File: src/sv/perimeter_force_accumulator_defines.svh
// Assertion macros used by the back end of the perimeter force accumulator RTL.
`ifndef PERIMETER_FORCE_ACCUMULATOR_DEFINES_SVH
`define PERIMETER_FORCE_ACCUMULATOR_DEFINES_SVH

// Same-cycle implication, checked on clk, off during rst.
`define PFA_ASSERT_IMP(label, ante, cons, msg) \
  label: assert property (@(posedge clk) disable iff (rst) (ante) |-> (cons)) else $error(msg);

// Next-cycle implication, checked on clk, off during rst.
`define PFA_ASSERT_NXT(label, ante, cons, msg) \
  label: assert property (@(posedge clk) disable iff (rst) (ante) |=> (cons)) else $error(msg);

`endif

File: src/sv/pfa_pkg.sv
// Shared constants, types and fixed-point helpers of the perimeter force accumulator.
`default_nettype none
package pfa_pkg;

  localparam int FACE_COUNT = 1024;
  localparam int FIDX_W     = (FACE_COUNT > 1) ? $clog2(FACE_COUNT) : 1;
  localparam int QDEPTH     = 2;
  localparam int QPTR_W     = $clog2(QDEPTH);

  localparam logic signed [63:0] Q_MAX64 = 64'sh0000_0000_7FFF_FFFF;
  localparam logic signed [63:0] Q_MIN64 = 64'shFFFF_FFFF_8000_0000;

  // One classified half-edge request handed from front to back.
  typedef struct packed {
    logic               active;
    logic               last;
    logic signed [32:0] dx;
    logic signed [32:0] dy;
    logic signed [31:0] g1;
    logic signed [31:0] l1;
    logic signed [31:0] g2;
    logic signed [31:0] l2;
    logic signed [31:0] p1;
    logic signed [31:0] p2;
  } edge_job_t;

  typedef struct packed {
    logic               sat;
    logic signed [31:0] v;
  } sat32_t;

  typedef struct packed {
    logic               sat;
    logic signed [31:0] fx;
    logic signed [31:0] fy;
  } result_t;

  function automatic sat32_t clamp32(input logic signed [63:0] t);
    sat32_t r;
    r.sat = 1'b1;
    if (t > Q_MAX64) begin
      r.v = Q_MAX64[31:0];
    end else if (t < Q_MIN64) begin
      r.v = Q_MIN64[31:0];
    end else begin
      r.sat = 1'b0;
      r.v   = t[31:0];
    end
    return r;
  endfunction

  // Drop 16 fraction bits rounding toward zero, then saturate.
  function automatic sat32_t trunc_sat(input logic signed [63:0] p);
    logic [63:0]        mag;
    logic signed [63:0] t;
    mag = p[63] ? 64'(-p) : 64'(p);
    mag = mag >> 16;
    t   = p[63] ? -$signed(mag) : $signed(mag);
    return clamp32(t);
  endfunction

endpackage
`default_nettype wire

File: src/sv/pfa_queue.sv
// Short job queue between the front end and the back end.
`default_nettype none
module pfa_queue import pfa_pkg::*; (
  input  wire logic      clk,
  input  wire logic      rst,
  input  wire logic      wr_valid,
  input  edge_job_t      wr_data,
  output logic           wr_full,
  output logic           rd_valid,
  output edge_job_t      rd_data,
  input  wire logic      rd_pop
);

  edge_job_t         slots [QDEPTH];
  logic [QPTR_W-1:0] wr_ptr, rd_ptr;
  logic [QPTR_W:0]   count;
  logic              do_wr, do_rd;

  assign wr_full  = (count == (QPTR_W+1)'(QDEPTH));
  assign rd_valid = (count != '0);
  assign rd_data  = slots[rd_ptr];
  assign do_wr    = wr_valid && !wr_full;
  assign do_rd    = rd_pop && rd_valid;

  always_ff @(posedge clk) begin
    if (rst) begin
      wr_ptr <= '0;
      rd_ptr <= '0;
      count  <= '0;
    end else begin
      if (do_wr) wr_ptr <= wr_ptr + 1'b1;
      if (do_rd) rd_ptr <= rd_ptr + 1'b1;
      if (do_wr && !do_rd) count <= count + 1'b1;
      else if (do_rd && !do_wr) count <= count - 1'b1;
    end
  end

  always_ff @(posedge clk) begin
    if (do_wr) slots[wr_ptr] <= wr_data;
  end

endmodule
`default_nettype wire

File: config.mk
export PLATFORM = sky130hd
export DESIGN_NAME = pfa_queue
export DESIGN_NICKNAME = d
export VERILOG_FILES = /design/src/sv/perimeter_force_accumulator_defines.svh /design/src/sv/pfa_pkg.sv /design/src/sv/pfa_queue.sv
export SDC_FILE = /design/constraint.sdc
export NUM_CORES = 1
export LEC_CHECK = 0
export BUFFER_PORTS_ARGS = -buffer_cell sky130_fd_sc_hd__buf_2
export CORE_MARGIN = 2
export CORE_UTILIZATION = 23
export DETAILED_ROUTE_END_ITERATION = 6
export SLEW_MARGIN = 20
export SYNTH_ARGS = -nofsm -noshare
export SYNTH_HDL_FRONTEND = slang
export SYNTH_SLANG_ARGS = --single-unit
File: constraint.sdc
create_clock -name clk -period 22 [get_ports clk]
set_clock_uncertainty 0.05 [all_clocks]
set_input_delay 2.2 -clock clk [delete_from_list [all_inputs] [get_ports clk]]
set_output_delay 2.2 -clock clk [all_outputs]
set_load 0.01 [all_outputs]
==> flow_summary.toml, run 1 <==
[finish]
stdcell_area_sq_um = 25380
finalNetCount = 1662
stdcell_count = 2589
areaGrowthSynthToFinish_pct = 28.19
drive_gt1_share_pct = 60.68
final_util_pct = 29.76

[placement]
place_congestion = 0.7738
dp_slack_ns = 16.54
port-buffer-count = 525
place_area_sq_um = 23650
dp_hpwl_mm = 30.47
dp_cells = 2483

[synth]
syn_inst = 834
syn-num-nets = 1099
synth_xor_xnor_area_share_pct = 0.1327
ys_types = 16
syn_area_sq_um = 19800
synth_top_area_share_pct = 78.86
yosysTopAreaCell = "edfxtp_1"
syn_area_per_cell_sq_um = 23.74
synthTopCellsByArea = "edfxtp_1 (79%), mux2_4 (15%), mux2_2 (3.4%)"
ys_warn_count = 0
yosys.area_share.simple_pct = 0.2338
ys_seq_area_share_pct = 79.37
synth_top_family_by_area = "multiplexers"
ys_ff_latch = 525
synth.area.mux_share_pct = 18.58
synthAdderAreaFrac_pct = 0.06319
synth-compound-area-share_pct = 0.1264

[worst_setup_path]
slowest_stage = "buf_4"
critPathRequiredTime_ns = 19.75
start_kind = "register"
crit_top_cell = "buf_4"
critPathArrivalTime_ns = 3.77
endpoint_kind = "primary output"
worst-setup-path-type = "register to primary output"
crit_path_cell_trace = "buf_4, buf_4, mux2_4, buf_2"
crit_fanout = 60
max_stage_delay_ns = 0.91

[clock_tree]
cts_buffers = 56
cts_buffer_depth = 3
tritoncts = "done"
hold_buffers = 0
cts_root_buf = "clkbuf_16"
clock_latency_ns = 0.60
post-cts-setup-buffers = 0
postCtsResizedCells = 0
numClockSinks = 525
htree_levels = 2
clk_pin_slew_ns = 0.06

[routing]
drtPass1Iterations = 6
ant_nets = 0
viasPerCell = 3.792
routed_wl_mm = 43.84
via_count = 9817
drc = 0
wl_per_cell_um = 16.93
first_iter_violations = 450

[global_routing]
grt_pass1_vias = 10500
antenna_found_initial = 10
grtUsageTotal_pct = 9.485
grt_overflow = 0
grt_pass1_wl_mm = 64.41
grt_max_degree = 124

[die]
rows = 107
die_area_sq_um = 88450
io_pins = 526
fp.dieW_um = 297.4
start_util_pct = 23.22
core-area_sq_um = 85280
die_y_um = 297.4

[pwr]
p_total_mw = 2.934
power_density_nw_per_um2 = 115.6
leakage_nw = 9.559
peakVddDrop_v = 0.00007620

[min_path]
hp-class = "register to register"

[sta]
fin_ws_ns = 15.98
period_share_pct = 27.37
drv_slew = 0
setup_viol = 0
fin_setup_tns_ns = 0
fmax_mhz = 166.1
holdWs_ns = 0.4572
rsz0062_at_grt = "false"
hold_viol_final = 0
slew_headroom_pct = 29.72
period_needed_ns = 6.021
tightest_slew_ns = 1.054

[flow_run]
drv_cap = 0

[outcome]
run_status = "finished, final reports clean"
-- critical path, delay by kind of cell, from the launching register on --
family / cells / cell delay, ns
multiplexers: 1 / 0.36
buffers and inverters: 3 / 1.87
flip-flops: 1 / 0.76
-- state kept, by name, summed over array words and instances, names as in the netlist, named ones only --
| name | flops |
|---|---|
| count | 2 |
| rd_ptr | 1 |
| slots | 520 |
| wr_ptr | 1 |
-- per-layer routing --
metal | GRT usage, % | up-vias | share of wire, % | wire length [um]
met3 | 3.520 | 70 | 8.9 | 3892
met5 | 0 | - | 0.062 | 27
met2 | 16.37 | 397 | 49 | 21620
li1 | - | 4466 | - | -
met1 | 10.85 | 4878 | 39 | 17230
met4 | 3.042 | 6 | 2.4 | 1068
-- logic make-up after synthesis --
family / after synthesis
DFF: 525
buffers and inverters: 31
xor gates and xnor gates: 3
AOI/OAI and AO/OA: 5
and+or+nand+nor: 9
muxes: 260
adders and majority gates: 1
-- cells in the mapped netlist --
cell / count
or3_1: 2
nor2b_1: 1
xor2_1: 3
edfxtp_1: 520
a21oi_1: 2
buf_2: 6
dfxtp_1: 5
inv_1: 2
or2_2: 1
nor2_1: 4
and2_1: 1
mux2_2: 60
buf_6: 23
o21ai_0: 3
mux2_4: 200
ha_1: 1
-- worst paths after layout --
kind,startpoint,end,slack [ns],cells after the start
setup / recovery,register,rd_data[206],15.98,4
hold / removal,wr_ptr,wr_ptr,0.46,2
setup reg to reg,count[0],slots[0][105],18.80,4
hold reg to reg,wr_ptr,wr_ptr,0.46,2
-- cell usage in the layout (no fill, tap or decap), types with 5 or more instances in the layout --
cell type and instances:
clkinv_2 7, edfxtp_1 520, clkinv_1 8, clkbuf_1 18, clkbuf_16 57, buf_2 525, buf_4 9, inv_6 5
mux2_4 200, mux2_2 60
-- where the power goes --
group	internal, mW	switching [mW]
sequential	1.26	0.0428
clock	0.507	0.377
combinational	0.369	0.380
-- layout make-up --
type	instances	area (sq um)
Tap cell	1144	1431
Sequential cell	525	15720
Timing Repair Buffer	534	2695
Fill cell	8416	59900
Antenna cell	3	7.507
Clock inverter	26	201.4
Multi-Input combinational cell	278	3791
Inverter	2	15.01
Clock buffer	77	1521
No activity file was read; power rests on OpenSTA's default activity.
==> run 2: changes to the inputs <==
==> constraint.sdc (replaced) <==
create_clock -name clk -period 5.9 [get_ports clk]
set_clock_uncertainty 0.05 [all_clocks]
set_input_delay 0.59 -clock clk [delete_from_list [all_inputs] [get_ports clk]]
set_output_delay 0.59 -clock clk [all_outputs]
set_load 0.01 [all_outputs]
==> run 2 against run 1 <==
Via count rose by 0.39%; worst setup slack got worse by 13 ns; combinational power rose to 3.7 times the previous value; cell area rose by 1.2%; register-to-register slack got worse by 16 ns; die area did not move; first-iteration DRC count rose by 18%; sequential power rose to 3.7 times the previous value; sequential share of layout area fell by 0.73 points; routed wire length fell by 0.25%; power rose to 3.9 times the previous value; largest cell class unchanged.
==> flow_summary.toml, run 2 (synthesis results as in run 1) <==
[global_routing]
grt_pass1_vias = 10680
antenna_found_initial = 11
grt_max_degree = 145
grt_pass1_wl_mm = 64.01
busiest_layer = "met2"
grt_overflow = 0
use_met3_pct = 3.980
gr-usage-met1_pct = 9.913
met2_usage_pct = 16.70
grtUsageTotal_pct = 9.367

[worst_setup_path]
endpoint_kind = "primary output"
start_kind = "register"
r2r_cells = 4
timing.rr.start = "count[0]"
rrSetupSlack_ns = 3.30
rr_endpoint = "slots[1][175]"
critPathArrivalTime_ns = 2.70
critPathRequiredTime_ns = 5.26
crit_fanout = 77
worst-setup-path-type = "register to primary output"

[routing]
ant_nets = 0
via_count = 9855
drtPass1Iterations = 4
routed_wl_mm = 43.73
viasPerCell = 3.796
first_iter_violations = 531
drc = 0
wl_per_cell_um = 16.84

[sta]
fmax_mhz = 299.7
tightest_slew_ns = 1.125
period_share_pct = 56.55
rsz0062_at_grt = "false"
hold_viol_final = 0
drv_slew = 0
holdWs_ns = 0.1166
fin_setup_tns_ns = 0
period_needed_ns = 3.336
setup_viol = 0
slew_headroom_pct = 24.98

[min_path]
whs_path_depth = 1
hp-class = "input port to register"
hold_path_end = "slots[0][87]"
worstHoldStart = "wr_data[87]"

[placement]
dp_hpwl_mm = 29.54
port-buffer-count = 525
dp_cells = 2484
place_congestion = 0.7681
place_area_sq_um = 23730

[finish]
finalNetCount = 1665
areaGrowthSynthToFinish_pct = 29.71
largest_reg_flops = 520
reg_top3 = "slots x520, count x2"
stdcell_area_sq_um = 25680
drive_gt1_share_pct = 61.12
final_common_cell = "buf_2"
stdcell_count = 2596
top_register = "slots"
final_cell_mix = "buf_2 (525), edfxtp_1 (520), mux2_4 (200)"

[pwr]
power_density_nw_per_um2 = 440.1
p_int_mw = 8.287
p_seq_share_pct = 43.1
p_sw_share_pct = 26.69
leakage_nw = 9.692
peakVddDrop_v = 0.0002894
p_sw_mw = 3.016
clock_power_share_pct = 32.2
power_frac_comb_pct = 24.7
p_total_mw = 11.30

[die]
die_area_sq_um = 88450
fp.dieW_um = 297.4
rows = 107
die_y_um = 297.4
io_pins = 526
core-area_sq_um = 85280
start_util_pct = 23.22

[flow_run]
drv_cap = 0

[clock_tree]
cts_root_buf = "clkbuf_16"
cts_buffer_depth = 3
tritoncts = "done"
hold_buffers = 0
clock_latency_ns = 0.60
htree_levels = 2
clk_pin_slew_ns = 0.06
postCtsResizedCells = 0
post-cts-setup-buffers = 0
cts_buffers = 58
numClockSinks = 525

[outcome]
run_status = "finished, final reports clean"
==> run 2: worst max-delay path by stage <==
stage | endpoint | cells after the start | slack, ns
after global routing | rd_data[176] | 3 | 2.38
after global placement | slots[1][175] | 5 | 3.11
final | rd_data[108] | 3 | 2.56
after detailed placement | rd_data[188] | 3 | 3.10
after CTS | rd_data[188] | 3 | 2.43
after floorplan | slots[0][0] | 3 | 0.74
==> run 2: layer usage <==
metal  part of all wire, %  routed length [um]
met2                    51               22350
met5                  0.14                  61
met4                   2.4                1065
met1                    37               16210
met3                   9.2                4043
==> run 2: area by class of cell <==
cell class	count	area, sq um
antenna	4	10.01
clock buffer	75	1599
clock inverter	33	344.1
fill	8382	59600
inverter	2	11.26
multi-input combinational	278	3791
sequential	525	15720
tap	1144	1431
timing repair buffer	535	2778
==> run 2: through the flow <==
step,util (%),setup WS [ns]
6_report,30.12,2.564
3_3_place_gp,27.83,3.114
3_5_place_dp,27.83,3.098
2_1_floorplan,-,0.7361
4_1_cts,30.10,2.427
5_1_grt,30.11,2.382
==> run 2: worst max-delay path, cell delays in order (launching register included) <==
cell and delay [ns]:
dfxtp_4 0.95, buf_12 0.52, mux2_4 0.36, buf_2 0.14
==> run 2: power by group through the flow <==
stage / logic [mW] / clock network [mW] / registers, mW
global route: 2.98 / 3.91 / 4.92
finish: 2.79 / 3.64 / 4.87
detailed placement: 2.85 / 0 / 4.96
floorplan: 1.94 / 0 / 4.92
CTS: 2.86 / 3.76 / 4.88
global placement: 2.83 / 0 / 4.92
==> run 3: changes to the inputs <==
==> constraint.sdc (replaced) <==
create_clock -name clk -period 2.8 [get_ports clk]
set_clock_uncertainty 0.05 [all_clocks]
set_input_delay 0.28 -clock clk [delete_from_list [all_inputs] [get_ports clk]]
set_output_delay 0.28 -clock clk [all_outputs]
set_load 0.01 [all_outputs]
==> run 3 against run 2 <==
Clock-buffer cell count down 7; utilization grew 3.7 points; first-iteration DRC count decreased by 28%; flip-flop and latch count unchanged; sequential share of layout area is 6.6 points lower; cell area increased by 12%; routed wire length up 6.0%.
==> flow_summary.toml, run 3 (synthesis results as in run 1) <==
[outcome]
run_status = "finished, final reports clean"

[placement]
dp_slack_ns = 0.8018
dp_hpwl_mm = 32.35
place_congestion = 0.8027
port-buffer-count = 525

[clock_tree]
numClockSinks = 525
cts_buffer_depth = 3
clock_latency_ns = 0.61
post-cts-setup-buffers = 0
cts_root_buf = "clkbuf_16"
tritoncts = "done"
clk_pin_slew_ns = 0.06
htree_levels = 2
cts_buffers = 58
postCtsResizedCells = 0

[finish]
top_register = "slots"
final_common_cell = "buf_2"
areaGrowthSynthToFinish_pct = 45.43
reg_top3 = "slots x520, count x2"
final_cell_mix = "buf_2 (525), edfxtp_1 (520), dlygate4sd3_1 (262)"
finalNetCount = 1973
largest_reg_flops = 520
drive_gt1_share_pct = 53.34
final_util_pct = 33.77

[global_routing]
antenna_found_initial = 3
grt_pass1_vias = 12360
grt_pass1_wl_mm = 70.09
grt_max_degree = 82
grtUsageTotal_pct = 10.10
grt_overflow = 0

[pwr]
p_seq_share_pct = 41.5
power_density_nw_per_um2 = 850.6
power_frac_comb_pct = 27.5
p_sw_share_pct = 26.92
leakage_nw = 11.06
clock_power_share_pct = 31.1
peakVddDrop_v = 0.0006695
p_int_mw = 17.90
p_sw_mw = 6.593

[min_path]
hp-class = "input port to register"
whs_path_depth = 4

[worst_setup_path]
worst-setup-path-type = "register to primary output"
slowest_stage = "dfxtp_4"
start_kind = "register"
crit_fanout = 28
critPathArrivalTime_ns = 2.28
endpoint_kind = "primary output"
timing.rr.start = "count[1]"
max_stage_delay_ns = 0.54
crit_path_cell_trace = "buf_12, buf_4, mux2_4, buf_2"
critPathRequiredTime_ns = 2.47
cp-endpoint = "rd_data[213]"
rr_endpoint = "slots[0][225]"
r2r_cells = 5
rrSetupSlack_ns = 0.78

[routing]
viasPerCell = 3.781
routed_wl_mm = 46.36
via_count = 10960
drtPass1Iterations = 4
ant_nets = 0
first_iter_violations = 383
drc = 0
wl_per_cell_um = 15.99

[sta]
fmax_mhz = 383.4
fin_ws_ns = 0.1918
fin_setup_tns_ns = 0
drv_slew = 0
rsz0062_at_grt = "false"
period_needed_ns = 2.608
setup_viol = 0
slew_headroom_pct = 62.68
hold_viol_final = 0
tightest_slew_ns = 0.5598
period_share_pct = 93.15

[die]
io_pins = 526
rows = 107
core-area_sq_um = 85280
die_area_sq_um = 88450
die_y_um = 297.4
fp.dieW_um = 297.4
start_util_pct = 23.22

[flow_run]
drv_cap = 0
## run 3: changes by cell type in the layout (fill, tap and decap cells not counted), sizes merged, moves of 2 or more
cell / delta
diode: -2
inv: +4
buf: +46
dlygate4sd3: +262
clkbuf: -7
## run 3: metrics by stage
step | total power [mW] | instances | instance area (sq um) | hold slack (ns)
after floorplan | 14.46 | 834 | 19820 | 0.2917
after global placement | 16.76 | 2530 | 24240 | 0.4171
after detailed placement | 16.87 | 2530 | 24240 | 0.4207
after CTS | 24.92 | 2897 | 28790 | 0.03374
after global routing | 25.57 | 2898 | 28790 | 0.06391
final | 24.49 | 2899 | 28800 | 0.08046
## run 3: routing by layer
metal / vias up / GRT usage, % / part of all wire, %
met1: 5421 / 10.90 / 38
li1: 5081 / - / -
met3: 77 / 3.433 / 7.9
met4: 4 / 3.187 / 2.6
met2: 379 / 18.48 / 52
met5: - / 0 / 0.056
## run 3: timing repair
item | 4_1_cts | 5_1_grt
setup endpoints to repair | 0 | 0
endpoints found under the hold margin | 525 | 0
hold buffers | 262 | 0
## run 3: final cells by class
cell class / count / area, sq um
Timing Repair Buffer: 843 / 5896
Inverter: 2 / 11.26
Multi-Input combinational cell: 278 / 3804
Sequential cell: 525 / 15720
Clock inverter: 37 / 439.2
Antenna cell: 2 / 5.005
Tap cell: 1144 / 1431
Fill cell: 8124 / 56480
Clock buffer: 68 / 1489
## run 3: worst min-delay path by stage
stage,endpoint,from,slack (ns)
floorplan,count[1],rst,0.29
global placement,slots[0][227],wr_data[227],0.42
detailed placement,slots[1][243],wr_data[243],0.42
CTS,register,rd_pop,0.03
global route,register,rd_pop,0.06
finish,register,rd_pop,0.08
## run 3: worst max-delay path, delay by kind of cell (launching register included)
family / cells / cell delay [ns]
buffers and inverters: 3 / 0.74
flip-flops: 1 / 0.54
multiplexers: 1 / 0.34
## run 3: power by group through the flow
stage	clock network [mW]	registers (mW)	logic, mW
floorplan	0	10.4	4.10
global placement	0	10.3	6.49
detailed placement	0	10.3	6.55
CTS	7.87	10.2	6.88
global route	8.14	10.2	7.18
finish	7.61	10.2	6.73
